===== config.mk =====
export PLATFORM = sky130hd
export DESIGN_NAME = tcw_cursor_step
export DESIGN_NICKNAME = d
export VERILOG_FILES = /design/src/hw/rtl/tcw_pkg.sv /design/src/hw/rtl/tcw_cursor_step.sv
export SDC_FILE = /design/constraint.sdc
export NUM_CORES = 1
export LEC_CHECK = 0
export BUFFER_PORTS_ARGS = -buffer_cell sky130_fd_sc_hd__buf_2
export CAP_MARGIN = 10
export CORE_MARGIN = 4
export CORE_UTILIZATION = 45
export DETAILED_ROUTE_END_ITERATION = 6
export GPL_ROUTABILITY_DRIVEN = 0
export PLACE_DENSITY_LB_ADDON = 0.15
export SYNTH_ARGS = -nofsm -noshare
export SYNTH_HDL_FRONTEND = slang
export SYNTH_SLANG_ARGS = --single-unit

===== constraint.sdc =====
create_clock -name vclk -period 6.1
set_input_delay 0.305 -clock vclk [all_inputs]
set_output_delay 0.305 -clock vclk [all_outputs]
set_load 0.01 [all_outputs]

===== src/hw/rtl/tcw_pkg.sv =====
`timescale 1ns / 1ps

package tcw_pkg;

    // Store geometry.
    localparam int MAX_COLUMNS = 128;
    localparam int MAX_ROWS    = 64;
    localparam int CELLS       = MAX_COLUMNS * MAX_ROWS;
    localparam int ADDR_W      = $clog2(CELLS);

    // Field widths.
    localparam int COL_W  = 7;
    localparam int ROW_W  = 6;
    localparam int CHAR_W = 8;
    localparam int ATTR_W = 8;
    localparam int CELL_W = ATTR_W + CHAR_W;

    // Wide enough for row * width + col and for the cell count itself.
    localparam int ADDR_FULL_W = ((ADDR_W + 1) > (ROW_W + COL_W + 2)) ?
                                 (ADDR_W + 1) : (ROW_W + COL_W + 2);

    // Configuration port.
    localparam int PADDR_W = 4;
    localparam int PDATA_W = 32;

    localparam logic [1:0] REG_LAST_COLUMN    = 2'd0;
    localparam logic [1:0] REG_LAST_ROW       = 2'd1;
    localparam logic [1:0] REG_TEXT_ATTRIBUTE = 2'd2;

    localparam logic [COL_W-1:0]  LAST_COLUMN_RESET = 7'd79;
    localparam logic [ROW_W-1:0]  LAST_ROW_RESET    = 6'd24;
    localparam logic [ATTR_W-1:0] ATTR_RESET        = 8'h07;

    // Character codes.
    localparam logic [CHAR_W-1:0] CH_LF    = 8'h0A;
    localparam logic [CHAR_W-1:0] CH_CR    = 8'h0D;
    localparam logic [CHAR_W-1:0] CH_BS    = 8'h08;
    localparam logic [CHAR_W-1:0] CH_BEL   = 8'h07;
    localparam logic [CHAR_W-1:0] CH_SPACE = 8'h20;

    localparam logic [CELL_W-1:0] RESET_CELL = {ATTR_RESET, CH_SPACE};

    typedef enum logic [1:0] {
        MODE_WRITE = 2'd0,
        MODE_PUT   = 2'd1,
        MODE_READ  = 2'd2,
        MODE_SET   = 2'd3
    } tcw_mode_t;

    // Outcome of one teletype character.
    typedef struct packed {
        logic [COL_W-1:0] col;
        logic [ROW_W-1:0] row;
        logic             store;
        logic             bell;
        logic             scroll;
    } tcw_step_t;

endpackage


===== src/hw/rtl/tcw_cursor_step.sv =====
`timescale 1ns / 1ps

module tcw_cursor_step (
    input  logic [tcw_pkg::COL_W-1:0]  col,
    input  logic [tcw_pkg::ROW_W-1:0]  row,
    input  logic [tcw_pkg::CHAR_W-1:0] ch,
    input  logic [tcw_pkg::COL_W-1:0]  lc,
    input  logic [tcw_pkg::ROW_W-1:0]  lr,
    output tcw_pkg::tcw_step_t         step
);

    // One extra bit each: the column may run one past 127 and the row may pass 63.
    logic [tcw_pkg::COL_W:0] col_w;
    logic [tcw_pkg::ROW_W:0] row_w;

    always_comb
    begin
        col_w       = {1'b0, col};
        row_w       = {1'b0, row};
        step.store  = 1'b0;
        step.bell   = 1'b0;
        step.scroll = 1'b0;

        case (ch)
            tcw_pkg::CH_LF:
            begin
                row_w = row_w + 1'b1;
            end
            tcw_pkg::CH_CR:
            begin
                col_w = '0;
            end
            tcw_pkg::CH_BS:
            begin
                if (col != '0)
                begin
                    col_w = col_w - 1'b1;
                end
                else if (row != '0)
                begin
                    row_w = row_w - 1'b1;
                    col_w = {1'b0, lc};
                end
            end
            tcw_pkg::CH_BEL:
            begin
                step.bell = 1'b1;
            end
            default:
            begin
                step.store = 1'b1;
                col_w      = col_w + 1'b1;
            end
        endcase

        if (col_w > {1'b0, lc})
        begin
            col_w = '0;
            row_w = row_w + 1'b1;
        end

        // Only one scroll per character, even if the row was far below the screen.
        if (row_w > {1'b0, lr})
        begin
            step.scroll = 1'b1;
            row_w       = row_w - 1'b1;
        end

        step.col = col_w[tcw_pkg::COL_W-1:0];
        step.row = row_w[tcw_pkg::ROW_W-1:0];
    end

endmodule


==> metrics <==
Synth Area in XOR/XNOR 0.0674; half-perimeter wire length after placement 4160 um; sequential cell area fraction in the yosys report 0; DRC 0; Slew @ Worst Pin 757 ps; WL/cell 14.5 um; Min-Delay Path Depth 4; largest family of logic cells by synthesized area simple AND/OR/NAND/NOR gates; peak supply drop 0.0000778 V; vias in the first global route between 1500 and 2000; Pleak 0.930 nW; Layout area overhead 17.4%; adder and majority gate portion of the synthesized area 0.128; Worst Setup SP col[0]; FF+latch count 0; drt pass-1 iters 4; Yosys top cell area share 0.128; first-pass GRT wire length 8070 um; period utilization 0.934; 1st-iter DRT viols 231; Initial Util 0.475; layout cells sized above 1 0.250; synthesized area per cell around 6.7 sq um; CLK BUF 0; post-route ant nets 0; row cnt 22; Via-to-Cell Ratio 6.01; largest net degree at the start of global routing 18; antenna violations before repair 0; CP startpoint kind input port; synth warn 0; Setup Viol. Count Final 0; min Tclk post-route 5700 ps; via count approximately 2100; Crit path required time 5790 ps; number of fill cells in the layout between 300 and 400; Post-Synthesis Net Count 314; final wirelength 5100 um; Die Ht about 71 um; I/O pin total 50; gr ovfl total 0; nets@finish ~360; max frequency 176 MHz; slew margin rel. 0.492; Max Cap Viol 0; Final Max Tran Viols 0; Cells after Synth 262; global-route usage over all layers 0.186; simple-gate share of the synthesized area 0.370; Port Buffers 50; die width around 70 um; worst hold endpoint step[1]; crit path capture type output port; Post-Synthesis Cell Area 1760 sq um; Power Density 87.3 nW/um^2; critical path class input port to output port; post-synth top area cell ha_1; worst hold path startpoint ch[2]; synth cell count leaders 23 x inv_1, 22 x nand2_1, 18 x ha_1; CP Max Fanout 9; Die ar. 4990 sq um; status completed; post-CTS setup-driven buffer insertion count 0; count leader, synth inv_1; post-synthesis mux area share 0.0234; fin util 0.557; crit path DAT about 5400 ps; Synth Area in Compound Gates 0.328; core area 3720 sq um; Multi-input gate area roughly 1600 sq um; Hold Vio Cnt, Final 0; sequential cell area 0 sq um; post-synth cell types 63; synth top area cells ha_1 13%, inv_1 4.9%, o21ai_0 4.8%, nand2_1 4.7%, a21oi_1 4.5%; Ant. Diodes 0; hold_ws 997 ps; worst min path class input port to output port
-- cell usage in the layout (no fill, tap or decap), drive strengths merged, types with 2 or more instances in the layout --
| cell | synthesis | layout |
|---|---|---|
| nand2b | 2 | 2 |
| a22oi | 2 | 2 |
| a21oi | 16 | 16 |
| xnor2 | 9 | 9 |
| nor2 | 17 | 17 |
| a211o | 4 | 4 |
| nand3 | 14 | 14 |
| xor2 | 2 | 2 |
| o31ai | 5 | 5 |
| nor3b | 2 | 2 |
| nor4 | 8 | 8 |
| nand2 | 22 | 22 |
| nor2b | 3 | 3 |
| a211oi | 4 | 4 |
| and3 | 4 | 4 |
| or4 | 2 | 2 |
| o21ai | 18 | 18 |
| a221oi | 2 | 2 |
| o21bai | 2 | 2 |
| or2 | 2 | 2 |
| nand4 | 2 | 2 |
| o21a | 5 | 5 |
| and2 | 7 | 7 |
| or3b | 2 | 2 |
| ha | 18 | 18 |
| inv | 23 | 23 |
| a31oi | 4 | 4 |
| or3 | 7 | 7 |
| o311a | 2 | 2 |
| buf | 7 | 55 |
| o311ai | 3 | 3 |
| a21o | 3 | 3 |
| nor3 | 17 | 17 |
| mux2i | 3 | 3 |
-- logic make-up after synthesis --
| group | count (synthesis) |
|---|---|
| AND/OR/NAND/NOR | 114 |
| AO/OA/AOI/OAI | 78 |
| multiplexers | 4 |
| adder cells (fa/ha/maj) | 18 |
| buffers and inverters | 36 |
| XOR/XNOR | 12 |
-- power breakdown --
group | internal, mW | switching [mW]
clock network | 0 | 0
registers | 0 | 0
logic | 0.0782 | 0.103
-- layout make-up --
type,instances,area share
repair buffers,55,0.139
well taps,48,0.0290
multi-input cells,226,0.790
inverters,23,0.0417
-- what timing repair did --
action / CTS / global route
endpoints found under the setup margin: 0 / 6
resized for setup: 0 / 5
hold buffers: 0 / 0
-- metrics by stage --
stage | power, mW | worst slack (ps) | TNS [ps] | std cells | area (sq um)
after detailed placement | 0.177 | 170 | 0 | 352 | 2050
final | 0.181 | 404 | 0 | 352 | 2070
after floorplan | 0.122 | 793 | 0 | 262 | 1760
after global routing | 0.201 | -18.1 | -18.1 | 352 | 2070
after global placement | 0.177 | 178 | 0 | 352 | 2050
after CTS | 0.179 | 156 | 0 | 352 | 2050
-- worst max-delay path by stage --
stage	end	slack, ps	cells after the start
2_1_floorplan	step[8]	790	21
3_3_place_gp	step[6]	180	23
3_5_place_dp	step[6]	170	24
4_1_cts	step[6]	160	24
5_1_grt	step[6]	-20	25
6_report	step[6]	400	25
-- per-layer routing --
metal / track usage / share of wire / up-vias
met5: 0 / 0 / -
met4: 0.0104 / 0.0067 / 0
met1: 0.280 / 0.47 / 963
li1: - / - / 1062
met2: 0.305 / 0.45 / 85
met3: 0.0142 / 0.072 / 5
-- critical path: stages --
cell      delay, ps
buf_2           150
inv_1            70
ha_1            270
or3b_4          470
a211oi_2        280
buf_4           220
a221oi_1         90
a21oi_1         150
o21ai_0         130
ha_1            330
nand4_1         110
o21bai_1        180
a31oi_2         290
nor3_4          120
nor3_2          270
nand2_1          90
xnor2_1         160
ha_1            340
nand2_1         150
o31ai_1         230
nor3_1           80
o21a_4          260
or3_1           370
o311ai_1         90
buf_2           170
Note: power is estimated with default switching activity, not from simulation.
